File: src/hdl/nfcs_pkg.sv
package nfcs_pkg;

    // Defaults for top-level parameters
    localparam int ADDR_WIDTH_DEF  = 16;
    localparam int QUEUE_DEPTH_DEF = 4;

    // Request codes on the action field
    localparam logic [2:0] A_READ    = 3'd0;
    localparam logic [2:0] A_PROGRAM = 3'd1;
    localparam logic [2:0] A_ERASE   = 3'd2;
    localparam logic [2:0] A_READ_ID = 3'd3;
    localparam logic [2:0] A_RETURN  = 3'd4;

    // Command set addresses and data
    localparam logic [15:0] UNLOCK_ADDR_1 = 16'h0555;
    localparam logic [15:0] UNLOCK_ADDR_2 = 16'h02AA;
    localparam logic [15:0] ID_DEV_ADDR   = 16'h0001;
    localparam logic [7:0]  UNLOCK_DATA_1 = 8'hAA;
    localparam logic [7:0]  UNLOCK_DATA_2 = 8'h55;
    localparam logic [7:0]  CMD_PROGRAM   = 8'hA0;
    localparam logic [7:0]  CMD_ERASE     = 8'h80;
    localparam logic [7:0]  CMD_SECTOR    = 8'h30;
    localparam logic [7:0]  CMD_AUTOSEL   = 8'h90;
    localparam logic [7:0]  CMD_RESET     = 8'hF0;
    localparam logic [7:0]  ERASED_BYTE   = 8'hFF;
    localparam int          POLL_DONE_BIT = 7;
    localparam int          POLL_FAIL_BIT = 5;

    // Result kinds
    typedef enum logic [1:0] {
        K_WRITE = 2'd0,
        K_READ  = 2'd1,
        K_DONE  = 2'd2
    } t_kind;

    // Jobs passed from the front end to the back end
    typedef enum logic [2:0] {
        J_READ   = 3'd0,   // single bus read at addr
        J_PROG   = 3'd1,   // program command sequence and first poll
        J_ERASE  = 3'd2,   // sector erase sequence and first poll
        J_ID     = 3'd3,   // autoselect entry and manufacturer read
        J_DONE   = 3'd4,   // completion with status and data
        J_ID_END = 3'd5    // reset write and completion with device id
    } t_job_op;

    typedef struct packed {
        t_job_op     op;
        logic [15:0] addr;
        logic [7:0]  data;
        logic        status;
    } t_job;

    typedef struct packed {
        logic full;
        logic empty;
    } t_q_stat;

endpackage

File: src/hdl/nfcs_front.sv
module nfcs_front (
    input  logic              i_clk,
    input  logic              i_rst_n,
    input  logic              i_accept,
    input  logic [2:0]        i_action,
    input  logic [15:0]       i_address,
    input  logic [7:0]        i_sector,
    input  logic [7:0]        i_write_data,
    input  logic [7:0]        i_bus_return,
    output logic              o_push,
    output nfcs_pkg::t_job    o_job
);
    import nfcs_pkg::*;

    typedef enum logic [2:0] {
        PH_IDLE,
        PH_READ,
        PH_PROG,
        PH_ERASE,
        PH_IDMAN,
        PH_IDDEV
    } t_phase;

    t_phase      r_phase, n_phase;
    logic [15:0] r_held_addr, n_held_addr;
    logic [7:0]  r_held_data, n_held_data;
    logic        n_push;
    t_job        n_job;

    // Classify the transaction against the current phase
    always_comb begin
        n_phase     = r_phase;
        n_held_addr = r_held_addr;
        n_held_data = r_held_data;
        n_push      = 1'b0;
        n_job       = '{op: J_READ, addr: 16'd0, data: 8'd0, status: 1'b0};
        if (r_phase == PH_IDLE) begin
            case (i_action)
                A_READ: begin
                    n_held_addr = i_address;
                    n_push      = 1'b1;
                    n_job.op    = J_READ;
                    n_job.addr  = i_address;
                    n_phase     = PH_READ;
                end
                A_PROGRAM: begin
                    n_held_addr = i_address;
                    n_held_data = i_write_data;
                    n_push      = 1'b1;
                    n_job.op    = J_PROG;
                    n_job.addr  = i_address;
                    n_job.data  = i_write_data;
                    n_phase     = PH_PROG;
                end
                A_ERASE: begin
                    n_held_addr = {i_sector, 8'd0};
                    n_push      = 1'b1;
                    n_job.op    = J_ERASE;
                    n_job.addr  = {i_sector, 8'd0};
                    n_phase     = PH_ERASE;
                end
                A_READ_ID: begin
                    n_held_addr = 16'd0;
                    n_push      = 1'b1;
                    n_job.op    = J_ID;
                    n_phase     = PH_IDMAN;
                end
                default: ;
            endcase
        end else if (i_action == A_RETURN) begin
            n_push = 1'b1;
            case (r_phase)
                PH_READ: begin
                    n_job.op   = J_DONE;
                    n_job.data = i_bus_return;
                    n_phase    = PH_IDLE;
                end
                PH_PROG: begin
                    if (i_bus_return[POLL_DONE_BIT] == r_held_data[POLL_DONE_BIT]) begin
                        n_job.op = J_DONE;
                        n_phase  = PH_IDLE;
                    end else if (i_bus_return[POLL_FAIL_BIT]) begin
                        n_job.op     = J_DONE;
                        n_job.status = 1'b1;
                        n_phase      = PH_IDLE;
                    end else begin
                        n_job.op   = J_READ;
                        n_job.addr = r_held_addr;
                    end
                end
                PH_ERASE: begin
                    if (i_bus_return == ERASED_BYTE) begin
                        n_job.op = J_DONE;
                        n_phase  = PH_IDLE;
                    end else begin
                        n_job.op   = J_READ;
                        n_job.addr = r_held_addr;
                    end
                end
                PH_IDMAN: begin
                    n_held_addr = ID_DEV_ADDR;
                    n_job.op    = J_READ;
                    n_job.addr  = ID_DEV_ADDR;
                    n_phase     = PH_IDDEV;
                end
                default: begin
                    n_job.op   = J_ID_END;
                    n_job.data = i_bus_return;
                    n_phase    = PH_IDLE;
                end
            endcase
        end
    end

    assign o_push = i_accept && n_push;
    assign o_job  = n_job;

    // Phase and held operands
    always_ff @(posedge i_clk) begin
        if (!i_rst_n) begin
            r_phase     <= PH_IDLE;
            r_held_addr <= 16'd0;
            r_held_data <= 8'd0;
        end else if (i_accept) begin
            r_phase     <= n_phase;
            r_held_addr <= n_held_addr;
            r_held_data <= n_held_data;
        end
    end

endmodule

File: src/hdl/nfcs_queue.sv
module nfcs_queue #(
    parameter int DEPTH = nfcs_pkg::QUEUE_DEPTH_DEF
) (
    input  logic              i_clk,
    input  logic              i_rst_n,
    input  logic              i_push,
    input  nfcs_pkg::t_job    i_job,
    input  logic              i_pop,
    output nfcs_pkg::t_job    o_job,
    output nfcs_pkg::t_q_stat o_stat
);
    import nfcs_pkg::*;

    localparam int PW = (DEPTH > 1) ? $clog2(DEPTH) : 1;
    localparam int CW = $clog2(DEPTH + 1);
    localparam logic [PW-1:0] LAST_SLOT = PW'(DEPTH - 1);
    localparam logic [CW-1:0] FULL_CNT  = CW'(DEPTH);

    t_job          r_mem [DEPTH];
    logic [PW-1:0] r_wr_ptr, r_rd_ptr;
    logic [CW-1:0] r_count;

    // Storage
    always_ff @(posedge i_clk) begin
        if (i_push) begin
            r_mem[r_wr_ptr] <= i_job;
        end
    end

    // Pointers and fill count
    always_ff @(posedge i_clk) begin
        if (!i_rst_n) begin
            r_wr_ptr <= '0;
            r_rd_ptr <= '0;
            r_count  <= '0;
        end else begin
            if (i_push) begin
                r_wr_ptr <= (r_wr_ptr == LAST_SLOT) ? '0 : r_wr_ptr + 1'b1;
            end
            if (i_pop) begin
                r_rd_ptr <= (r_rd_ptr == LAST_SLOT) ? '0 : r_rd_ptr + 1'b1;
            end
            if (i_push && !i_pop) begin
                r_count <= r_count + 1'b1;
            end else if (i_pop && !i_push) begin
                r_count <= r_count - 1'b1;
            end
        end
    end

    assign o_job        = r_mem[r_rd_ptr];
    assign o_stat.full  = (r_count == FULL_CNT);
    assign o_stat.empty = (r_count == '0);

    a_no_overflow: assert property (@(posedge i_clk) disable iff (!i_rst_n)
        !(i_push && o_stat.full))
        else $error("job queue written while full");

    a_no_underflow: assert property (@(posedge i_clk) disable iff (!i_rst_n)
        !(i_pop && o_stat.empty))
        else $error("job queue read while empty");

    a_count_range: assert property (@(posedge i_clk) disable iff (!i_rst_n)
        r_count <= FULL_CNT)
        else $error("job queue count out of range");

endmodule

File: src/hdl/nfcs_back.sv
module nfcs_back #(
    parameter int ADDR_WIDTH = nfcs_pkg::ADDR_WIDTH_DEF
) (
    input  logic              i_clk,
    input  logic              i_rst_n,
    input  nfcs_pkg::t_job    i_job,
    input  nfcs_pkg::t_q_stat i_stat,
    output logic              o_pop,
    output logic              o_valid,
    input  logic              i_ready,
    output logic [1:0]        o_kind,
    output logic [15:0]       o_bus_address,
    output logic [7:0]        o_bus_data,
    output logic              o_status,
    output logic [7:0]        o_result_data,
    output logic              o_last
);
    import nfcs_pkg::*;

    localparam int MW = (ADDR_WIDTH < 16) ? ADDR_WIDTH : 16;
    localparam logic [15:0] AMASK = 16'((17'd1 << MW) - 17'd1);

    typedef struct packed {
        t_kind       kind;
        logic [15:0] addr;
        logic [7:0]  data;
        logic        status;
        logic [7:0]  result;
        logic        last;
    } t_beat;

    function automatic t_beat wr(input logic [15:0] a, input logic [7:0] d);
        t_beat b;
        b = '{kind: K_WRITE, addr: a, data: d, status: 1'b0, result: 8'd0, last: 1'b0};
        return b;
    endfunction

    function automatic t_beat rd(input logic [15:0] a);
        t_beat b;
        b = '{kind: K_READ, addr: a, data: 8'd0, status: 1'b0, result: 8'd0, last: 1'b1};
        return b;
    endfunction

    function automatic t_beat done(input logic s, input logic [7:0] r);
        t_beat b;
        b = '{kind: K_DONE, addr: 16'd0, data: 8'd0, status: s, result: r, last: 1'b1};
        return b;
    endfunction

    // One bus cycle of a job, chosen by its step number
    function automatic t_beat beat(input t_job j, input logic [2:0] idx);
        t_beat b;
        b = done(1'b0, 8'd0);
        case (j.op)
            J_READ: b = rd(j.addr);
            J_DONE: b = done(j.status, j.data);
            J_ID_END: begin
                if (idx == 3'd0) b = wr(ID_DEV_ADDR, CMD_RESET);
                else             b = done(1'b0, j.data);
            end
            J_PROG: begin
                case (idx)
                    3'd0:    b = wr(UNLOCK_ADDR_1, UNLOCK_DATA_1);
                    3'd1:    b = wr(UNLOCK_ADDR_2, UNLOCK_DATA_2);
                    3'd2:    b = wr(UNLOCK_ADDR_1, CMD_PROGRAM);
                    3'd3:    b = wr(j.addr, j.data);
                    default: b = rd(j.addr);
                endcase
            end
            J_ERASE: begin
                case (idx)
                    3'd0:    b = wr(UNLOCK_ADDR_1, UNLOCK_DATA_1);
                    3'd1:    b = wr(UNLOCK_ADDR_2, UNLOCK_DATA_2);
                    3'd2:    b = wr(UNLOCK_ADDR_1, CMD_ERASE);
                    3'd3:    b = wr(UNLOCK_ADDR_1, UNLOCK_DATA_1);
                    3'd4:    b = wr(UNLOCK_ADDR_2, UNLOCK_DATA_2);
                    3'd5:    b = wr(j.addr, CMD_SECTOR);
                    default: b = rd(j.addr);
                endcase
            end
            J_ID: begin
                case (idx)
                    3'd0:    b = wr(UNLOCK_ADDR_1, UNLOCK_DATA_1);
                    3'd1:    b = wr(UNLOCK_ADDR_2, UNLOCK_DATA_2);
                    3'd2:    b = wr(UNLOCK_ADDR_1, CMD_AUTOSEL);
                    default: b = rd(16'd0);
                endcase
            end
            default: ;
        endcase
        return b;
    endfunction

    t_beat      r_out;
    logic       r_valid;
    logic [2:0] r_step;
    t_beat      n_beat;
    t_beat      n_out;
    logic       n_load;

    assign n_beat = beat(i_job, r_step);
    assign n_load = !i_stat.empty && (!r_valid || i_ready);
    assign o_pop  = n_load && n_beat.last;

    // Bus address limited to the flash address width
    always_comb begin
        n_out      = n_beat;
        n_out.addr = n_beat.addr & AMASK;
    end

    // Output register and step counter
    always_ff @(posedge i_clk) begin
        if (!i_rst_n) begin
            r_valid <= 1'b0;
            r_step  <= 3'd0;
        end else if (n_load) begin
            r_valid <= 1'b1;
            r_step  <= n_beat.last ? 3'd0 : r_step + 3'd1;
        end else if (i_ready) begin
            r_valid <= 1'b0;
        end
    end

    always_ff @(posedge i_clk) begin
        if (n_load) begin
            r_out <= n_out;
        end
    end

    assign o_valid       = r_valid;
    assign o_kind        = r_out.kind;
    assign o_bus_address = r_out.addr;
    assign o_bus_data    = r_out.data;
    assign o_status      = r_out.status;
    assign o_result_data = r_out.result;
    assign o_last        = r_out.last;

    a_step_range: assert property (@(posedge i_clk) disable iff (!i_rst_n)
        r_step <= 3'd6)
        else $error("job step past longest sequence");

    a_done_is_last: assert property (@(posedge i_clk) disable iff (!i_rst_n)
        r_valid && r_out.kind == K_DONE |-> r_out.last)
        else $error("completion not marked last");

    a_read_clean: assert property (@(posedge i_clk) disable iff (!i_rst_n)
        r_valid && r_out.kind == K_READ |-> r_out.data == 8'd0 && !r_out.status)
        else $error("read request carries data or status");

    a_step_idle: assert property (@(posedge i_clk) disable iff (!i_rst_n)
        i_stat.empty |-> r_step == 3'd0)
        else $error("step counter moved with no job queued");

endmodule

File: src/hdl/nor_flash_command_sequencer.sv
// A transaction's first result is written into the job queue, then into the output register once it is free.
// Throughput: one result per cycle while the output is not stalled; a request emits 1 to 7 results.
// Input is accepted every cycle while the job queue has space.
// Sustained rate is set by the back-end step counter emitting one bus cycle per clock while the output is not stalled.
// Reset: synchronous active low; clears the phase, job queue and output valid.
module nor_flash_command_sequencer #(
    parameter int ADDR_WIDTH  = nfcs_pkg::ADDR_WIDTH_DEF,
    parameter int QUEUE_DEPTH = nfcs_pkg::QUEUE_DEPTH_DEF
) (
    input  logic        i_clk,
    input  logic        i_rst_n,
    input  logic        i_valid,
    output logic        o_ready,
    input  logic [2:0]  i_action,
    input  logic [15:0] i_address,
    input  logic [7:0]  i_sector,
    input  logic [7:0]  i_write_data,
    input  logic [7:0]  i_bus_return,
    output logic        o_valid,
    input  logic        i_ready,
    output logic [1:0]  o_kind,
    output logic [15:0] o_bus_address,
    output logic [7:0]  o_bus_data,
    output logic        o_status,
    output logic [7:0]  o_result_data,
    output logic        o_last
);
    import nfcs_pkg::*;

    t_job    w_push_job, w_head_job;
    t_q_stat w_stat;
    logic    w_push, w_pop, w_accept;

    assign o_ready  = !w_stat.full;
    assign w_accept = i_valid && o_ready;

    // Front end: phase tracking and job classification
    nfcs_front u_front (
        .i_clk        (i_clk),
        .i_rst_n      (i_rst_n),
        .i_accept     (w_accept),
        .i_action     (i_action),
        .i_address    (i_address),
        .i_sector     (i_sector),
        .i_write_data (i_write_data),
        .i_bus_return (i_bus_return),
        .o_push       (w_push),
        .o_job        (w_push_job)
    );

    // Job queue between the two halves
    nfcs_queue #(
        .DEPTH (QUEUE_DEPTH)
    ) u_queue (
        .i_clk   (i_clk),
        .i_rst_n (i_rst_n),
        .i_push  (w_push),
        .i_job   (w_push_job),
        .i_pop   (w_pop),
        .o_job   (w_head_job),
        .o_stat  (w_stat)
    );

    // Back end: bus cycle sequencing
    nfcs_back #(
        .ADDR_WIDTH (ADDR_WIDTH)
    ) u_back (
        .i_clk         (i_clk),
        .i_rst_n       (i_rst_n),
        .i_job         (w_head_job),
        .i_stat        (w_stat),
        .o_pop         (w_pop),
        .o_valid       (o_valid),
        .i_ready       (i_ready),
        .o_kind        (o_kind),
        .o_bus_address (o_bus_address),
        .o_bus_data    (o_bus_data),
        .o_status      (o_status),
        .o_result_data (o_result_data),
        .o_last        (o_last)
    );

endmodule
File: config.mk
export PLATFORM = sky130hd
export DESIGN_NAME = nor_flash_command_sequencer
export DESIGN_NICKNAME = d
export VERILOG_FILES = /design/src/hdl/nfcs_pkg.sv /design/src/hdl/nfcs_front.sv /design/src/hdl/nfcs_queue.sv /design/src/hdl/nfcs_back.sv /design/src/hdl/nor_flash_command_sequencer.sv
export SDC_FILE = /design/constraint.sdc
export NUM_CORES = 1
export LEC_CHECK = 0
export ABC_CLOCK_PERIOD_IN_PS = 12600
export BUFFER_PORTS_ARGS = -buffer_cell sky130_fd_sc_hd__buf_4
export CORE_MARGIN = 5
export CORE_UTILIZATION = 63
export DETAILED_ROUTE_END_ITERATION = 6
export GPL_TIMING_DRIVEN = 0
export HOLD_SLACK_MARGIN = 0.15
export PLACE_DENSITY = 0.85
export SLEW_MARGIN = 5
export SYNTH_ARGS = -nofsm -noshare
export SYNTH_HDL_FRONTEND = slang
export SYNTH_SLANG_ARGS = --single-unit
File: constraint.sdc
create_clock -name i_clk -period 12.6 [get_ports i_clk]
set_input_delay 1.26 -clock i_clk [delete_from_list [all_inputs] [get_ports i_clk]]
set_output_delay 1.26 -clock i_clk [all_outputs]
set_load 0.01 [all_outputs]
* Word-level counts from Yosys, hierarchy flattened
Memory sizes are Yosys's and may differ from the RTL's. A register that Yosys moved wholly into a read port is not among the register bits. Index checks and enable logic that the tools add are counted.
Word-level totals: bits in registers 74, RAM bits 112, bits of input ports 47, output and inout bits 38, logic and storage cells 124, memories 1
Memory list:
- u_queue.r_mem | words 4, width 28, read ports 1, clocked after Yosys merged registers in 1, wr ports 1, RTL line nfcs_queue.sv:19 | t_job r_mem [DEPTH];
Operators by class: add/sub/neg operators 5, eq/ne operators 27, mux-type cells 48, reductions and logical operators 29
Operators with widths (number):
- $pmux W35 S4 | 2
- $pmux W36 S6 | 1
- $pmux W35 S3 | 1
- $mux W16 | 6
- $pmux W16 S3 | 2
- $mux W36 | 1
- $mux W3 | 11
- $pmux W16 S2 | 1
- $mux W28 | 1
- $mux W27 | 1
- $eq A3 B2 Y1 const B | 8
- $pmux W3 S4 | 2
- $eq A3 B3 Y1 const B | 7
- $mux W8 | 2
- $logic_not A3 Y1 | 5
- $eq A3 B1 Y1 const B | 4
- $mux W1 | 11
- $pmux W3 S3 | 1
- $eq A8 B8 Y1 const B | 1
- $mux W2 | 4
- $reduce_bool A2 Y1 | 4
- $add A3 B1 Y3 const B | 2
- $logic_and A1 B1 Y1 | 6
- $pmux W2 S3 | 1
- other kinds (16) | 24

* Longest topological paths before layout
depth after elaboration 9, mapped depth 14, depth with buffers taken out 13

* Hierarchy
From an unflattened synthesis, not the netlist that was laid out.
Second synthesis, totals: cell total of the unflattened synthesis 559, area total of the unflattened synthesis 8185.4 sq um
Modules (own cells, without submodules):
- nfcs_queue | times used 1, cells each 190, area an instance 4548.1 sq um, sequential area each 3543.4 sq um
- nfcs_back | times used 1, cells each 175, area an instance 2054.5 sq um, sequential area each 1161.1 sq um
- nfcs_front | times used 1, cells each 192, area an instance 1572.8 sq um, sequential area each 400.4 sq um
- nor_flash_command_sequencer | times used 1, cells each 2, area an instance 10.0 sq um, sequential area each 0.0 sq um

* Least setup slack after synthesis
Ideal clock, no wire load.
path type input -> register, start in i_ready, end reg u_queue.r_count[2], library setup time 0.076 ns, arrival time 4.883 ns, required time 12.524 ns, slack 7.641 ns, stages 10, path buffers 0, path through inv_1 a21oi_1 nor3b_2 inv_1 ha_1 inv_1 fa_1 xor2_1 or3_1 a21boi_0
On the way: longest elaborated chain between the ends 6, elaborated cells on any way between the ends 8, those cells by class 1 x mux; 7 x reduce/logical
Ends and longest elaborated chain:
- from (decl) | RTL line nor_flash_command_sequencer.sv:20 | input logic i_ready,
- $logic_or A1 B1 Y1 * | RTL line nfcs_back.sv:102 | assign n_load = !i_stat.empty && (!r_valid || i_ready);
- $logic_and A1 B1 Y1 * | RTL line nfcs_back.sv:102
- via u_back.n_load | RTL line nfcs_back.sv:99 | logic n_load;
- $logic_and A1 B1 Y1 * | RTL line nfcs_back.sv:103 | assign o_pop = n_load && n_beat.last;
- $logic_not A1 Y1 | RTL line nfcs_queue.sv:43 | if (i_push && !i_pop) begin
- $logic_and A1 B1 Y1 | RTL line nfcs_queue.sv:43
- $mux W3 / $reduce_bool A2 Y1 (equally long branches)
- to (signal assigned) | RTL line nfcs_queue.sv:44 | r_count <= r_count + 1'b1;
- to (signal assigned) | RTL line nfcs_queue.sv:46 | r_count <= r_count - 1'b1;
- to (decl) | RTL line nfcs_queue.sv:21 | logic [CW-1:0] r_count;
The timed path passes the listed nets; every way through them passes the cells marked *. A chain may end at the register's enable or synchronous reset.

* Worst setup path after layout
start in i_action[1], end reg u_queue.r_count[2]
On the way: longest elaborated chain between the ends 8, elaborated cells on any way between the ends 15, those cells by class 4 x eq/ne; 4 x mux; 7 x reduce/logical
Ends and longest elaborated chain:
- from (decl) | RTL line nor_flash_command_sequencer.sv:14 | input logic [2:0] i_action,
- $eq A3 B1 Y1 (tied with other cells) | RTL line nfcs_front.sv:38 | case (i_action)
- $reduce_or A4 Y1 (no source line)
- $mux W1 | RTL line nfcs_front.sv:38
- $mux W1 * | RTL line nfcs_front.sv:37 | if (r_phase == PH_IDLE) begin
- $logic_and A1 B1 Y1 * | RTL line nfcs_front.sv:115 | assign o_push = i_accept && n_push;
- via u_front.o_push | RTL line nfcs_front.sv:10 | output logic o_push,
- $logic_not A1 Y1 | RTL line nfcs_queue.sv:45 | end else if (i_pop && !i_push) begin
- $logic_and A1 B1 Y1 | RTL line nfcs_queue.sv:45
- $reduce_bool A2 Y1 (no source line)
Marked as above.

==> run_results.csv <==
group,metric,value,unit
timing,hold_ws,452,ps
clocking,htree_num_levels,4,
global_routing,first_global_vias,5237,
logic_synthesis,postSynth.asyncResetShare,0,%
routing,ant_nets,0,
timing,max_freq,274,MHz
routing,routed_wl,17100,um
logic_synthesis,synth_edf_count,148,
clocking,cts_resized,0,
global_routing,antenna_found_initial,0,
critical_path,critPathBufInv,2,
hold_path,hold_depth,2,
clocking,cts_tree,"done",
timing,rsz0062_at_grt,"false",
cells_and_area,utilization,76.7,%
routing,drt-initial-drc-count,559,
global_routing,grt_use_total,24.7,%
timing,setup_tns,0,ps
timing,hold_viol,0,
die,core_area,0.0122,mm2
cells_and_area,layout_common_cells,"edfxtp_1 (148), buf_4 (83), dfxtp_1 (33)",
logic_synthesis,synth_flop_cell,"edfxtp_1",
clocking,cts_setup_buffers,0,
timing,finalCritPeriodShare,29.0,%
cells_and_area,syn_to_final_growth,18.2,%
timing,fin_crit,3650,ps
clocking,clk_latency,420,ps
routing,firstDrtPassIters,5,
logic_synthesis,ys_warn_count,0,
timing,slew_headroom,44.8,%
global_routing,grt_max_degree,32,
critical_path,r2r_start,"u_back.r_step[0]$_SDFFE_PN0P_",
timing,setup_viol,0,
die,dieWidth,122,um
hold_path,hp-class,"flop to flop",
clocking,path_clk_slew,70,ps
global_routing,grt_pass1_wl,27500,um
global_routing,grt_overflow_total,0,
logic_synthesis,synth.net_count,611,
hold_path,hold_start,"u_front.r_held_addr[6]$_SDFFE_PN0P_",
die,num_rows,40,
logic_synthesis,syn_avg_cell_area,14.3,um2
cells_and_area,antenna_cells,0,
die,die_y,122,um
clocking,numCtsBuffers,17,
routing,drc,0,
place,globalplace.congestion,0.885,
pwr,vdd_drop_max,0.0000974,V
routing,vias,5185,
timing,clock_skew,8.54,ps
clocking,hold_buffers,0,
routing,viasPerCell,6.20,
status,run_status,"completed",
cells_and_area,final_cells,836,
critical_path,required,12950,ps
flow_run,max_cap_viol_count,0,
critical_path,worstSetupStartpointType,"primary input",
critical_path,ff2ff_setup_slack,9130,ps
critical_path,worstSetupPathType,"primary input to flop",
place,dp_hpwl,11800,um
logic_synthesis,synth_cell_type_count,65,
timing,worst_slew_pin_slew,827,ps
cells_and_area,num-nets-final,714,
critical_path,crit_family,"simple AND/OR/NAND/NOR gates",
hold_path,hold_end,"u_front.r_held_addr[6]$_SDFFE_PN0P_",
critical_path,crit_chain,"buf_4 > or3b_2 > o21ai_1 > and2_1 > ha_1 > inv_1 > fa_1 > xor2_1 > or3_1 > a21boi_0",
pwr,pwr_density_cell,203,mW/mm2
critical_path,rr_endpoint,"u_queue.r_count[2]$_SDFFE_PN0P_",
cells_and_area,drive_above_1_share,25.7,%
pwr,leakage,0.00351,uW
logic_synthesis,ys_ff_latch,181,
clocking,clockBufferDepth,2,
timing,drv_slew,0,
logic_synthesis,synth.yosys.seq_area_share,64.7,%
clocking,cts_root_buf,"clkbuf_16",
critical_path,arrival,4000,ps
critical_path,ff2ff_path_depth,13,
clocking,cts.sinks,181,
routing,avgRoutedWirePerCell,20.4,um
critical_path,worstSetupEndpointType,"flop",
die,num_io_pins,85,
cells_and_area,final_common_cell,"edfxtp_1",
critical_path,crit_slowest_cell,"or3b_2",
die,die-area,0.0149,mm2
place,dp.cells,804,
logic_synthesis,synth_cells,552,
place,io_buffer_count,83,
die,start_util,64.9,%
critical_path,slowest_delay,530,ps
logic_synthesis,synthesis.area,0.00789,mm2
critical_path,path_max_fanout,8,
## cell type report
class	count	area, um2
Buffer	28	135
Clock buffer	17	425
Clock inverter	15	141
Fill cell	708	2840
Inverter	31	116
Multi-Input combinational cell	312	2550
Sequential cell	181	5100
Tap cell	168	210
Timing Repair Buffer	84	643
## logic make-up (layout without fill, tap and decap cells)
| logic type | Yosys count | in the layout | share of synthesized area, % |
|---|---|---|---|
| adder cells (fa/ha/maj) | 12 | 12 | 2.00 |
| AND/OR/NAND/NOR | 137 | 137 | 9.69 |
| multiplexers | 35 | 35 | 8.88 |
| flip-flops | 181 | 181 | 64.7 |
| AO/OA/AOI/OAI | 125 | 125 | 11.2 |
| XOR/XNOR | 3 | 3 | 0.333 |
| buffers and inverters | 59 | 175 | 3.19 |
## flip-flops by register name, indices dropped and copies added (netlist names), named ones only
register,cells
u_queue.r_mem,112
u_back.o_valid,1
u_queue.r_count,3
u_front.r_held_data,1
u_back.r_step,3
u_back.o_bus_data,8
u_back.o_kind,2
u_front.r_phase,3
u_queue.r_rd_ptr,2
u_back.o_result_data,8
u_front.r_held_addr,16
u_back.o_status,1
u_queue.r_wr_ptr,2
u_back.o_last,1
u_back.o_bus_address,16
## worst max-delay path by stage
| stage | start | endpoint | slack [ps] | cells past startpoint |
|---|---|---|---|---|
| 6_report | i_action[1] | u_queue.r_count[2]$_SDFFE_PN0P_ | 8950 | 10 |
| 4_1_cts | i_action[1] | u_queue.r_count[2]$_SDFFE_PN0P_ | 8970 | 10 |
| 2_1_floorplan | i_ready | u_queue.r_count[2]$_SDFFE_PN0P_ | 7640 | 10 |
| 3_5_place_dp | i_action[1] | u_queue.r_count[2]$_SDFFE_PN0P_ | 8510 | 10 |
| 5_1_grt | i_action[1] | u_queue.r_count[2]$_SDFFE_PN0P_ | 8860 | 10 |
| 3_3_place_gp | i_ready | u_queue.r_count[2]$_SDFFE_PN0P_ | 6640 | 11 |
## cell usage after synthesis (all sizes together) (3+ instances only)
library cell	n	area (um2)
mux4	28	631
a21oi	21	105
a21boi	10	75.1
and2	6	38.8
ha	11	138
o21ai	31	155
o21bai	5	37.5
nand2	26	97.6
or2	3	18.8
a22o	16	140
nor3b	4	51.3
edfxtp	148	4440
dfxtp	33	661
buf	16	90.1
o31ai	3	27.5
a221oi	7	61.3
o211a	4	40.0
or3b	3	26.3
a222oi	9	90.1
mux2i	7	70.1
inv	31	116
nor2b	20	125
nand2b	6	37.5
o22ai	4	25.0
clkbuf	12	45.0
nor2	28	105
nor3	6	30.0
nand3	11	55.1
or3	3	18.8
and3	12	75.1
## worst register-to-register path, stage by stage (launching register included)
cell      delay, ps
dfxtp_1         410
inv_1           110
ha_1            280
or3_1           440
a222oi_1        490
nor3_1          130
nor3b_2         400
inv_1            90
ha_1            210
inv_1            80
fa_1            190
xor2_1           80
or3_1           310
a21boi_0        180
## routing by layer
layer / part of all wire, % / vias to the layer above / global-route usage, %
li1: - / 2357 / -
met1: 40 / 2513 / 33.1
met2: 50 / 277 / 39.6
met3: 7.9 / 38 / 5.39
met4: 2.4 / 0 / 10.5
met5: 0 / - / 0
## power by group
part           switching, uW  internal [uW]
sequential              36.5            782
clock                    228            277
combinational            326            248
total                    590           1310
## stage by stage
step	instance area, um2	worst slack, ps	total power, uW
2_1_floorplan	7890	7640	1180
3_3_place_gp	8720	6640	1370
3_5_place_dp	8760	8510	1400
4_1_cts	9330	8970	1900
5_1_grt	9330	8860	1990
6_report	9330	8950	1900
Power figures use the tool's default switching activity.
